File: src/b7cc_pkg.sv
package b7cc_pkg;

    // Port field widths
    localparam int unsigned STREAM_WORD_W = 32;
    localparam int unsigned DECODED_W     = 32;

    // Default sizes of the decode datapath
    localparam int unsigned WORD_BITS_DEF  = 32;
    localparam int unsigned VALUE_BITS_DEF = 32;

    // Digit groups
    localparam int unsigned   GROUP_W    = 3;
    localparam logic [2:0]    TERM_GROUP = 3'd7;

endpackage

File: src/b7cc_in_if.sv
interface b7cc_in_if;

    logic                                    valid;
    logic                                    ready;
    logic [b7cc_pkg::STREAM_WORD_W-1:0]      stream_word;
    logic                                    stream_start;

    modport source (output valid, output stream_word, output stream_start, input ready);
    modport sink   (input valid, input stream_word, input stream_start, output ready);

endinterface

File: src/b7cc_out_if.sv
interface b7cc_out_if;

    logic                                valid;
    logic                                ready;
    logic [b7cc_pkg::DECODED_W-1:0]      decoded_value;
    logic                                last_of_word;

    modport source (output valid, output decoded_value, output last_of_word, input ready);
    modport sink   (input valid, input decoded_value, input last_of_word, output ready);

endinterface

File: src/base7_comma_code_decoder.sv
// Base-7 comma code decoder. Each accepted beat on the stream channel carries
// one word of packed 3-bit groups, read least significant bit first after up to
// two bits left over from the previous word. Groups 0..6 extend the running
// value (value*7 + group + 1, wrapping at VALUE_BITS); group 7 sends the value
// as one result beat and clears it, with last_of_word set on the final result
// of the word. stream_start clears the leftover bits and the running value.
// One shared shift-subtract-add unit handles one group per cycle while the
// result register has room; a terminator group waits for it to drain. After
// the groups the block stores the leftover bits, then returns to idle with
// ready high. The block takes no new word until the current one is finished.
module base7_comma_code_decoder #(
    parameter int unsigned WORD_BITS  = b7cc_pkg::WORD_BITS_DEF,
    parameter int unsigned VALUE_BITS = b7cc_pkg::VALUE_BITS_DEF
) (
    input  logic              clk,
    input  logic              rst_n,
    b7cc_in_if.sink           stream,
    b7cc_out_if.source        result
);

    // Group counts and leftover counts for each possible carried-in bit count
    localparam int unsigned GMAX  = (WORD_BITS + 2) / 3;
    localparam int unsigned SBITS = 3 * ((WORD_BITS + 4) / 3);
    localparam int unsigned GW    = $clog2(GMAX + 1);
    localparam int unsigned GC0   = WORD_BITS / 3;
    localparam int unsigned GC1   = (WORD_BITS + 1) / 3;
    localparam int unsigned GC2   = (WORD_BITS + 2) / 3;
    localparam int unsigned RC0   = WORD_BITS % 3;
    localparam int unsigned RC1   = (WORD_BITS + 1) % 3;
    localparam int unsigned RC2   = (WORD_BITS + 2) % 3;

    localparam int unsigned DECODED_W_L = b7cc_pkg::DECODED_W;

    typedef enum logic {
        ST_IDLE,
        ST_RUN
    } state_t;

    state_t                  state_reg, state_next;
    logic [SBITS-1:0]        shift_reg, shift_next;
    logic [GMAX-1:0]         term_reg, term_next;
    logic [GW-1:0]           left_reg, left_next;
    logic [VALUE_BITS-1:0]   partial_reg, partial_next;
    logic [1:0]              lcnt_reg, lcnt_next;
    logic [1:0]              lbits_reg, lbits_next;
    logic                    out_valid_reg, out_valid_next;
    logic [DECODED_W_L-1:0]  out_value_reg, out_value_next;
    logic                    out_last_reg, out_last_next;

    // Accept-side datapath
    logic [WORD_BITS+b7cc_pkg::STREAM_WORD_W-1:0] word_ext;
    logic [WORD_BITS-1:0]    word;
    logic [1:0]              cnt_eff;
    logic [1:0]              lbits_eff;
    logic [SBITS-1:0]        stream_c;
    logic [GW-1:0]           groups_c;
    logic [1:0]              rem_c;
    logic [GMAX-1:0]         term_c;

    // Shared step unit
    logic [2:0]              grp;
    logic                    is_term;
    logic                    out_free;
    logic [VALUE_BITS-1:0]   partial_step;
    logic [VALUE_BITS+DECODED_W_L-1:0] value_ext;
    logic                    accept;

    assign accept   = stream.valid && stream.ready;
    assign out_free = !out_valid_reg || result.ready;

    // Fit the port word to the decode word width
    assign word_ext  = {{WORD_BITS{1'b0}}, stream.stream_word};
    assign word      = word_ext[WORD_BITS-1:0];
    assign cnt_eff   = stream.stream_start ? 2'd0 : lcnt_reg;
    assign lbits_eff = stream.stream_start ? 2'd0 : lbits_reg;

    // Join leftover bits ahead of the new word
    assign stream_c = (SBITS'(word) << cnt_eff) | SBITS'(lbits_eff);

    // Count groups and leftover bits for this word
    always_comb
    begin
        unique case (cnt_eff)
            2'd0:
            begin
                groups_c = GW'(GC0);
                rem_c    = 2'(RC0);
            end
            2'd1:
            begin
                groups_c = GW'(GC1);
                rem_c    = 2'(RC1);
            end
            default:
            begin
                groups_c = GW'(GC2);
                rem_c    = 2'(RC2);
            end
        endcase
    end

    // Mark terminator groups of the word
    always_comb
    begin
        for (int g = 0; g < GMAX; g++)
        begin
            term_c[g] = (stream_c[3*g +: 3] == b7cc_pkg::TERM_GROUP) && (GW'(g) < groups_c);
        end
    end

    // Multiply by seven as a shift and subtract, then add the digit
    assign grp          = shift_reg[2:0];
    assign is_term      = (grp == b7cc_pkg::TERM_GROUP);
    assign partial_step = (partial_reg << 3) - partial_reg
                          + VALUE_BITS'(grp) + VALUE_BITS'(1);
    assign value_ext    = {{DECODED_W_L{1'b0}}, partial_reg};

    // Sequencer
    always_comb
    begin
        state_next     = state_reg;
        shift_next     = shift_reg;
        term_next      = term_reg;
        left_next      = left_reg;
        partial_next   = partial_reg;
        lcnt_next      = lcnt_reg;
        lbits_next     = lbits_reg;
        out_valid_next = out_valid_reg && !result.ready;
        out_value_next = out_value_reg;
        out_last_next  = out_last_reg;

        unique case (state_reg)
            ST_IDLE:
            begin
                if (accept)
                begin
                    shift_next   = stream_c;
                    term_next    = term_c;
                    left_next    = groups_c;
                    lcnt_next    = rem_c;
                    if (stream.stream_start)
                    begin
                        partial_next = '0;
                    end
                    state_next   = ST_RUN;
                end
            end
            ST_RUN:
            begin
                if (left_reg == '0)
                begin
                    // Keep the unread tail for the next word
                    lbits_next = shift_reg[1:0] & {lcnt_reg == 2'd2, lcnt_reg != 2'd0};
                    state_next = ST_IDLE;
                end
                else if (is_term)
                begin
                    // Send the value once the result register has room
                    if (out_free)
                    begin
                        out_valid_next = 1'b1;
                        out_value_next = value_ext[DECODED_W_L-1:0];
                        out_last_next  = (term_reg[GMAX-1:1] == '0);
                        partial_next   = '0;
                        shift_next     = shift_reg >> 3;
                        term_next      = term_reg >> 1;
                        left_next      = left_reg - GW'(1);
                    end
                end
                else
                begin
                    partial_next = partial_step;
                    shift_next   = shift_reg >> 3;
                    term_next    = term_reg >> 1;
                    left_next    = left_reg - GW'(1);
                end
            end
            default:
            begin
                state_next = ST_IDLE;
            end
        endcase
    end

    // Hold state and registered outputs
    always_ff @(posedge clk or negedge rst_n)
    begin
        if (!rst_n)
        begin
            state_reg     <= ST_IDLE;
            left_reg      <= '0;
            partial_reg   <= '0;
            lcnt_reg      <= '0;
            lbits_reg     <= '0;
            out_valid_reg <= 1'b0;
        end
        else
        begin
            state_reg     <= state_next;
            left_reg      <= left_next;
            partial_reg   <= partial_next;
            lcnt_reg      <= lcnt_next;
            lbits_reg     <= lbits_next;
            out_valid_reg <= out_valid_next;
        end
    end

    // Payload registers
    always_ff @(posedge clk)
    begin
        shift_reg     <= shift_next;
        term_reg      <= term_next;
        out_value_reg <= out_value_next;
        out_last_reg  <= out_last_next;
    end

    assign stream.ready         = (state_reg == ST_IDLE);
    assign result.valid         = out_valid_reg;
    assign result.decoded_value = out_value_reg;
    assign result.last_of_word  = out_last_reg;

endmodule
File: src/flat_wrapper.sv
// flat-port wrapper written by rule: the top's interface ports become plain ports
module base7_comma_code_decoder_flat 
#(
    parameter int unsigned WORD_BITS  = b7cc_pkg::WORD_BITS_DEF,
    parameter int unsigned VALUE_BITS = b7cc_pkg::VALUE_BITS_DEF
)
  (clk, rst_n, stream_valid, stream_stream_word, stream_stream_start, stream_ready, result_valid, result_decoded_value, result_last_of_word, result_ready);
  b7cc_in_if stream_i ();
  b7cc_out_if result_i ();
  input  logic clk;
  input  logic rst_n;
  input wire logic [$bits(stream_i.valid)-1:0] stream_valid;
  input wire logic [$bits(stream_i.stream_word)-1:0] stream_stream_word;
  input wire logic [$bits(stream_i.stream_start)-1:0] stream_stream_start;
  output wire logic [$bits(stream_i.ready)-1:0] stream_ready;
  output wire logic [$bits(result_i.valid)-1:0] result_valid;
  output wire logic [$bits(result_i.decoded_value)-1:0] result_decoded_value;
  output wire logic [$bits(result_i.last_of_word)-1:0] result_last_of_word;
  input wire logic [$bits(result_i.ready)-1:0] result_ready;
  assign stream_i.valid = stream_valid;
  assign stream_i.stream_word = stream_stream_word;
  assign stream_i.stream_start = stream_stream_start;
  assign stream_ready = stream_i.ready;
  assign result_valid = result_i.valid;
  assign result_decoded_value = result_i.decoded_value;
  assign result_last_of_word = result_i.last_of_word;
  assign result_i.ready = result_ready;
  base7_comma_code_decoder #(.WORD_BITS(WORD_BITS), .VALUE_BITS(VALUE_BITS)) u_core (.clk(clk), .rst_n(rst_n), .stream(stream_i), .result(result_i));
endmodule
File: config.mk
export PLATFORM = sky130hd
export DESIGN_NAME = base7_comma_code_decoder_flat
export DESIGN_NICKNAME = d
export VERILOG_FILES = /design/src/b7cc_pkg.sv /design/src/b7cc_in_if.sv /design/src/b7cc_out_if.sv /design/src/base7_comma_code_decoder.sv /design/src/flat_wrapper.sv
export SDC_FILE = /design/constraint.sdc
export NUM_CORES = 1
export LEC_CHECK = 0
export ABC_AREA = 1
export CAP_MARGIN = 25
export CORE_MARGIN = 2
export CORE_UTILIZATION = 55
export CTS_CLUSTER_DIAMETER = 40
export DETAILED_ROUTE_END_ITERATION = 16
export DONT_BUFFER_PORTS = 1
export PLACE_DENSITY = 0.85
export SYNTH_ARGS = -nofsm -noshare
export SYNTH_HDL_FRONTEND = slang
export SYNTH_SLANG_ARGS = --single-unit
File: constraint.sdc
create_clock -name clk -period 3.5 [get_ports clk]
set_input_delay 0.7 -clock clk [delete_from_list [all_inputs] [get_ports clk]]
set_output_delay 0.7 -clock clk [all_outputs]
set_load 0.01 [all_outputs]
After elaboration in Yosys (flattened, before gate mapping)
Cells that the tools add are included.
{"block": "totals", "reg_bits": 122, "latchBits": 0, "ramBits": 0, "romBits": 0, "input_bits": 37, "output_inout_bits": 35, "elab_cells": 105, "memories": 0}
{"block": "op_classes", "n_addsub": 4, "multipliers": 0, "div": 0, "n_lt_le_gt_ge": 11, "eq_ne": 18, "shift": 1, "muxes": 32, "bitwise": 4, "reduce_logical": 25}
{"operator": "two-way mux 32 bit", "count": 5}
{"operator": "two-way mux 36 bit", "count": 4}
{"operator": "one-hot mux 36 bit (2 select lines)", "count": 1}
{"operator": "one-hot mux 32 bit (2 select lines)", "count": 1}
{"operator": "two-way mux 11 bit", "count": 4}
{"operator": "equality test 3 bit (second input constant)", "count": 12}
{"operator": "OR 36 x 2 -> 36 bit", "count": 1}
{"operator": "left shift 32 x 2 -> 36 bit", "count": 1}
{"operator": "adder 32 x 1 -> 32 bit (second input constant)", "count": 1}
{"operator": "adder 32 x 3 -> 32 bit", "count": 1}
{"operator": "subtractor 32 bit", "count": 1}
{"operator": "one-hot mux 11 bit (2 select lines)", "count": 1}
{"operator": "less-than comparator 3 x 4 -> 1 bit (first input constant)", "count": 4}
{"operator": "two-way mux 4 bit", "count": 4}
{"operator": "logical AND 1 bit", "count": 13}
{"operator": "less-than comparator 4 bit (first input constant)", "count": 3}
{"operator": "zero test 10 bit", "count": 1}
{"operator": "less-than comparator 1 x 4 -> 1 bit (first input constant)", "count": 2}
{"operator": "less-than comparator 2 x 4 -> 1 bit (first input constant)", "count": 2}
{"operator": "one-hot mux 4 bit (2 select lines)", "count": 1}
{"operator": "AND reduction 4 bit", "count": 2}
{"operator": "two-way mux 1 bit", "count": 7}
{"operator": "!= test 2 bit (second input constant)", "count": 3}
{"operator": "zero test 4 bit", "count": 1}
{"operator": "15 further kinds", "count": 19}

Depth between registers and ports, before layout
Gate-level depths: netlist of the first run.
{"block": "logic_depth", "ltp_word": 7, "ltp_mapped": 16, "ltp_nobuf": 16}

Worst setup path before layout of the first run
Ideal clock, no wire load.
{"block": "synth_timing", "path_kind": "register to register", "start": "register u_core.left_reg[0]", "end": "register u_core.out_value_reg[0], in the netlist u_core.result.decoded_value[0] (enable)", "setup_ns": 0.464, "arrival_ns": 3.035, "required_ns": 3.036, "slack_ns": 0.000, "stages_incl_launch_ff": 6, "path_buffers": 0, "synth_period_minus_slack_ns": 3.500, "path_cell_list": "dfrtp_1 inv_1 ha_1 nand3_1 nand2_1 nor3_1"}
{"block": "synth_via", "elab_chain_len": 3}
{"element": "from (decl)", "line": "base7_comma_code_decoder.sv:42", "source": "logic [GW-1:0] left_reg, left_next;"}
{"element": "from (signal assigned)", "line": "base7_comma_code_decoder.sv:200", "source": "left_reg <= left_next;"}
{"element": "zero test 4 bit", "line": "base7_comma_code_decoder.sv:150", "source": "if (left_reg == '0)"}
{"element": "NOT 1 bit (no line)"}
{"element": "AND reduction 4 bit (no line)"}
{"element": "to (signal assigned)", "line": "base7_comma_code_decoder.sv:213", "source": "out_value_reg <= out_value_next;"}
{"element": "to (decl)", "line": "base7_comma_code_decoder.sv:47", "source": "logic [DECODED_W_L-1:0] out_value_reg, out_value_next;"}
Every way passes these cells.
A chain may end at the register's enable or synchronous reset.

Worst setup path after layout of the first run
{"block": "layout_timing", "start": "register u_core.shift_reg[1]", "end": "register u_core.partial_reg[25]"}
{"block": "layout_via", "elab_chain_len": 5, "word_cells_on_any_way": 8, "classes_between": "2 x add/sub; 2 x eq/ne; 3 x mux; 1 x reduce/logical"}
{"element": "from (decl)", "line": "base7_comma_code_decoder.sv:40", "source": "logic [SBITS-1:0] shift_reg, shift_next;"}
{"element": "from (signal assigned)", "line": "base7_comma_code_decoder.sv:211", "source": "shift_reg <= shift_next;"}
{"element": "adder 32 x 3 -> 32 bit", "line": "base7_comma_code_decoder.sv:115", "source": "+ VALUE_BITS'(grp) + VALUE_BITS'(1);"}
{"element": "adder 32 x 1 -> 32 bit", "line": "base7_comma_code_decoder.sv:115"}
{"element": "two-way mux 32 bit", "line": "base7_comma_code_decoder.sv:156", "source": "else if (is_term)"}
{"element": "two-way mux 32 bit", "line": "base7_comma_code_decoder.sv:150"}
{"element": "one-hot mux 32 bit (2 select lines)", "line": "base7_comma_code_decoder.sv:132", "source": "unique case (state_reg)"}
{"element": "to (signal assigned)", "line": "base7_comma_code_decoder.sv:201", "source": "partial_reg <= partial_next;"}
{"element": "to (decl)", "line": "base7_comma_code_decoder.sv:43", "source": "logic [VALUE_BITS-1:0] partial_reg, partial_next;"}
Several ways; a longest one is shown, not always the timed one. The select of a mux whose other input is x is not followed.

==> impl_metrics.tcl, run 1 <==
set metrics [dict create \
    status "finished clean" \
    vias 6949 \
    synth_warnings 0 \
    wire_per_inst_um 15.04 \
    antenna_found_initial 0 \
    hold_path.class "in -> async" \
    synth_area_per_cell_sq_um 7.489 \
    placed_cell_area_sq_mm 0.008122 \
    track_usage_pct 25.98 \
    overflow 0 \
    finalSetupViolCount 0 \
    largest_reg_flops 35 \
    ys_types 35 \
    die_w_um 124.1 \
    pre_cts_slack_ns 1.080 \
    die_area_sq_mm 0.01541 \
    crit_type "reg -> reg" \
    cp-start-kind "flop" \
    cp_cell_sequence "inv_1 -> ha_1 -> inv_1 -> ha_1 -> fa_1 -> nand3_1 -> nand3_1 -> nand2_1 -> nand2_1 -> nand2_1 -> nand2_1 -> nand2_1 -> nand2_1 -> nand2_1 -> nand3_1 -> nand2_1" \
    grt_pass1_vias 6677 \
    fin_skew_ns 0.009782 \
    portBuffers 0 \
    synth_fp_nets 1161 \
    cp_slowest_cell "fa_1" \
    clkLatencyLatePin_ns 0.43 \
    ys_ff_latch 120 \
    period_needed_ns 2.462 \
    gp_congestion 0.9500 \
    relSlewSlack_pct 35.00 \
    clk_pin_slew_ns 0.06 \
    timing.fmax_mhz 406.2 \
    worstSetupEndpointType "flop" \
    cts-root-buf "clkbuf_16" \
    grt_pass1_wl_um 30890 \
    final_nets 1166 \
    initial_core_util_pct 56.75 \
    drt_pre_antenna_iters 5 \
    fin_crit_sh_pct 70.34 \
    cts_buffer_depth 2 \
    final_antenna_net_count 0 \
    drc 0 \
    tns_ns 0 \
    avgViaCountPerCell 5.524 \
    rsz0062_at_grt "no" \
    crit_fanout 5 \
    crit_arrival_ns 2.82 \
    path_buf_inv 2 \
    synth-seq-area-share_pct 42.74 \
    htreeDepth 4 \
    synthCells 1060 \
    rows 43 \
    cts_num_sinks 120 \
    multi_input_area_sq_mm 0.003790 \
    max_stage_delay_ns 0.46 \
    syn_area_sq_mm 0.007939 \
    fin_area_sq_mm 0.008773 \
    wl_um 18920 \
    ff_latch_area_sq_mm 0.003393 \
    worstMarginPinSlew_ns 0.9715 \
    cp.required_ns 3.86 \
    drv_slew 0 \
    worst_slack_ns 1.038 \
    post_cts.repair.setup_buffers 0 \
    core-area_sq_mm 0.01399 \
    maxCapViolations 0 \
    ios 72 \
    drive_above_1_share_pct 4.638 \
    n_antenna_cell 0 \
    die_h_um 124.1 \
    grt_max_degree 50 \
    critical-path-top-delay-family "simple AND/OR/NAND/NOR gates" \
    fillers 1177 \
    hpwl_um 13510 \
    cts_tree "done" \
    area_growth_pct 10.51 \
    numCtsBuffers 17 \
    crit_top_cell "nand2_1" \
    hold_viol 0 \
    drt_iter0_markers 682 \
]
==> synth_stat cells, drive strengths merged <==
master | n | area [sq um]
a21o | 6 | 45.04
a21oi | 34 | 170.2
a22o | 3 | 26.28
a22oi | 5 | 37.54
a31oi | 5 | 31.28
and2 | 4 | 25.02
buf | 10 | 51.30
clkbuf | 11 | 41.29
dfrtp | 42 | 1051
edfxtp | 78 | 2342
fa | 1 | 20.02
ha | 63 | 788.3
inv | 178 | 668.2
mux2i | 3 | 30.03
nand2 | 392 | 1474
nand3 | 52 | 260.3
nand4 | 7 | 43.79
nor2 | 59 | 241.5
nor3 | 7 | 35.03
nor4 | 1 | 6.260
o211ai | 1 | 7.510
o21ai | 82 | 410.4
o21bai | 4 | 30.03
o221ai | 2 | 17.52
o22ai | 6 | 37.54
o31ai | 1 | 21.27
xnor2 | 1 | 8.760
xor2 | 2 | 17.52
==> per-layer routing <==
| metal | global-route usage [%] | vias up | wire length [um] |
|---|---|---|---|
| met5 | 0 | - | 0 |
| met4 | 11.80 | 0 | 666 |
| met3 | 6.593 | 65 | 1225 |
| met2 | 41.87 | 286 | 8784 |
| met1 | 32.86 | 3166 | 8238 |
| li1 | - | 3432 | - |
==> final timing paths <==
kind	start	end	slack, ns	cells after the start
min in group clk	stream_valid	u_core.lcnt_reg[1]$_DFFE_PN0P_	0.36	1
max in group asynchronous	rst_n	u_core.partial_reg[31]$_DFFE_PN0P_	3.17	1
max reg2reg	u_core.shift_reg[1]$_DFFE_PP_	u_core.partial_reg[25]$_DFFE_PN0P_	1.04	16
min reg2reg	u_core.partial_reg[16]$_DFFE_PN0P_	u_core.result.decoded_value[16]$_DFFE_PP_	0.48	0
max	u_core.shift_reg[1]$_DFFE_PP_	u_core.partial_reg[25]$_DFFE_PN0P_	1.04	16
min	rst_n	u_core.partial_reg[7]$_DFFE_PN0P_	0.12	1
==> layout make-up <==
cell class | instances | share of cell area, %
multi-input combinational | 741 | 43.20
timing repair buffer | 7 | 0.8272
inverter | 178 | 7.616
clock buffer | 17 | 4.849
sequential | 120 | 38.68
clock inverter | 15 | 2.268
tap | 180 | 2.567
==> cell families after synthesis <==
kind of cell / Yosys count / synth area share (%)
and+or+nand+nor: 522 / 26.27
buffers and inverters: 199 / 9.582
AOI/OAI and AO/OA: 149 / 10.51
DFF: 120 / 42.74
adders and majority gates: 64 / 10.18
xor gates and xnor gates: 3 / 0.3310
muxes: 3 / 0.3783
==> repair_timing <==
action                                 in CTS  in global routing
setup endpoints to repair                   0                  0
hold buffers                                1                  0
endpoints found under the hold margin      42                  0
gates resized for setup                     0                  0
==> stage by stage <==
step           cells  util, %  hold slack [ns]
3_5_place_dp    1225    58.06           0.4062
2_1_floorplan   1060        -           0.4044
3_3_place_gp    1225    58.06           0.4067
6_report        1258    62.72           0.1180
4_1_cts         1258    62.72           0.1212
5_1_grt         1258    62.72           0.1270
==> cell usage in the layout (no fill, tap or decap), types with 5 or more instances in the layout <==
cell,count
inv_2,7
buf_4,6
ha_1,63
a21oi_1,34
nor2_1,55
a22oi_1,5
clkbuf_16,17
edfxtp_1,78
a21o_1,6
o22ai_1,6
nand3_1,52
nand4_1,7
dfrtp_1,42
a31oi_1,5
o21ai_0,72
nand2_1,391
nor3_1,6
o21ai_1,10
inv_1,171
Power of run 1 is left out: the tool's default activity adds up to more than one toggle a clock period on the data nets, which glitch-free logic cannot reach.
==> run 2, diff against run 1 <==
- PLACE_DENSITY: 0.85 -> 0.82
- clock period: 3.5 -> 2.4 ns (I/O delays scaled with it)
==> run 2 against run 1 <==
Effect of this change:
- first-iteration DRC count shrank 16%
- register-to-register slack got worse by 0.93 ns
- sequential share of layout area is 0.74 points lower
- final cell count increased by 0.87%
- clock skew grew 0.012 ns
- wire length increased by 4.2%
==> impl_metrics.tcl, run 2 (synthesized netlist as in run 1, its figures left out) <==
set metrics [dict create \
    wl_um 19710 \
    finalNonFillerCells 1269 \
    track_usage_pct 26.53 \
    layout_common_cells "383 x nand2_1, 171 x inv_1, 78 x edfxtp_1" \
    grt_pass1_vias 6634 \
    gp_congestion 1.024 \
    hold_path.class "in -> reg" \
    worstHoldPathCells 1 \
    finalSetupViolCount 0 \
    top_usage_layer "met2" \
    worstMarginPinSlew_ns 0.4742 \
    use_met3_pct 6.639 \
    antenna_found_initial 0 \
    hpwl_um 14060 \
    r2r_cells 14 \
    wire_per_inst_um 15.53 \
    hold_ws_ns 0.1473 \
    layout_commonest_cell "nand2_1" \
    core-area_sq_mm 0.01399 \
    grt_pass1_wl_um 31420 \
    drive_above_1_share_pct 8.356 \
    cts-root-buf "clkbuf_16" \
    overflow 0 \
    grt.met2_usage_pct 43.92 \
    grt_max_degree 43 \
    final_antenna_net_count 0 \
    drt_pre_antenna_iters 6 \
    rrSetupSlack_ns 0.10 \
    fin_skew_ns 0.02189 \
    worstSetupEndpointType "flop" \
    hold_viol 0 \
    vias 7036 \
    cts_buffer_depth 2 \
    clkLatencyLatePin_ns 0.43 \
    cp.required_ns 2.73 \
    drc 0 \
    drv_slew 0 \
    reg2reg_from "u_core.partial_reg[15]$_DFFE_PN0P_" \
    crit_fanout 5 \
    final_nets 1178 \
    die_w_um 124.1 \
    initial_core_util_pct 56.75 \
    avgViaCountPerCell 5.545 \
    drt_iter0_markers 572 \
    crit_arrival_ns 2.62 \
    n_antenna_cell 0 \
    ios 72 \
    largest_reg_flops 35 \
    cts_num_sinks 120 \
    htreeDepth 4 \
    gr-usage-met1_pct 33.42 \
    relSlewSlack_pct 68.35 \
    area_growth_pct 12.77 \
    clk_pin_slew_ns 0.06 \
    fin_crit_sh_pct 95.68 \
    portBuffers 0 \
    rows 43 \
    cp-start-kind "flop" \
    die_h_um 124.1 \
    hold_start "stream_valid" \
    status "finished clean" \
    maxCapViolations 0 \
    r2r_end "u_core.partial_reg[20]$_DFFE_PN0P_" \
    dp_cells 1232 \
    numCtsBuffers 17 \
    timing.fmax_mhz 435.5 \
    cts_tree "done" \
    crit_type "reg -> reg" \
    holdPathEnd "u_core.lcnt_reg[1]$_DFFE_PN0P_" \
    die_area_sq_mm 0.01541 \
    rsz0062_at_grt "yes" \
    period_needed_ns 2.296 \
]
==> run 2: cell count changes in the layout (fill, tap and decap cells not counted), sizes merged <==
| cell | previous run | this run |
|---|---|---|
| clkinvlp | 2 | 1 |
| bufinv | 4 | 3 |
| buf | 7 | 18 |
| dlygate4sd3 | 0 | 1 |
| inv | 180 | 178 |
| clkbuf | 17 | 20 |
==> run 2: critical path, cell delays in order, from the launching register on <==
cell     delay (ns)
dfrtp_1        0.40
inv_1          0.09
ha_1           0.28
ha_1           0.38
nand2_1        0.09
nand2_1        0.08
inv_1          0.07
nand2_1        0.08
nand2_1        0.07
nand2_1        0.06
inv_1          0.06
nand3_1        0.15
nand2_1        0.10
nand2_1        0.06
o21ai_0        0.23
==> run 2: final cells by class <==
type / instances / area (sq um)
sequential: 120 / 3396
fill: 1200 / 5036
multi-input combinational: 741 / 3928
inverter: 178 / 668.1
timing repair buffer: 19 / 165.2
clock buffer: 20 / 436.7
clock inverter: 11 / 133.9
tap: 180 / 225.2
==> run 2: worst max-delay path by stage <==
stage	startpoint	endpoint	slack, ns	depth (start not counted)
6_report	u_core.partial_reg[15]$_DFFE_PN0P_	u_core.partial_reg[20]$_DFFE_PN0P_	0.10	14
3_3_place_gp	u_core.partial_reg[1]$_DFFE_PN0P_	u_core.partial_reg[29]$_DFFE_PN0P_	0.10	12
2_1_floorplan	u_core.left_reg[0]$_DFFE_PN0P_	u_core.left_reg[2]$_DFFE_PN0P_	0.02	10
5_1_grt	u_core.partial_reg[16]$_DFFE_PN0P_	u_core.partial_reg[20]$_DFFE_PN0P_	-0.07	14
3_5_place_dp	u_core.partial_reg[1]$_DFFE_PN0P_	u_core.partial_reg[9]$_DFFE_PN0P_	-0.02	10
4_1_cts	u_core.partial_reg[1]$_DFFE_PN0P_	u_core.partial_reg[25]$_DFFE_PN0P_	0.0005	14
==> run 2: what timing repair did <==
item,CTS,global route
endpoints found under the hold margin,42,0
resized for setup,1,35
setup buffers,0,4
endpoints found under the setup margin,4,23
hold buffers,2,0
==> run 2: layer usage <==
layer | wire length (um) | vias up
met5 | 0 | -
met4 | 469 | 0
met3 | 1259 | 42
met2 | 9483 | 270
met1 | 8496 | 3278
li1 | - | 3446
==> run 2: per-stage QoR <==
stage / TNS (ns) / instance area, sq um / worst slack (ns) / utilization (%)
6_report: 0 / 8952 / 0.1037 / 64.00
3_5_place_dp: -0.01574 / 8180 / -0.01574 / 58.48
5_1_grt: -0.1502 / 8952 / -0.07135 / 64.00
4_1_cts: 0 / 8793 / 0.0005340 / 62.86
2_1_floorplan: 0 / 7950 / 0.01845 / -
3_3_place_gp: 0 / 8180 / 0.1043 / 58.48
Power of run 2 is left out for the same reason.
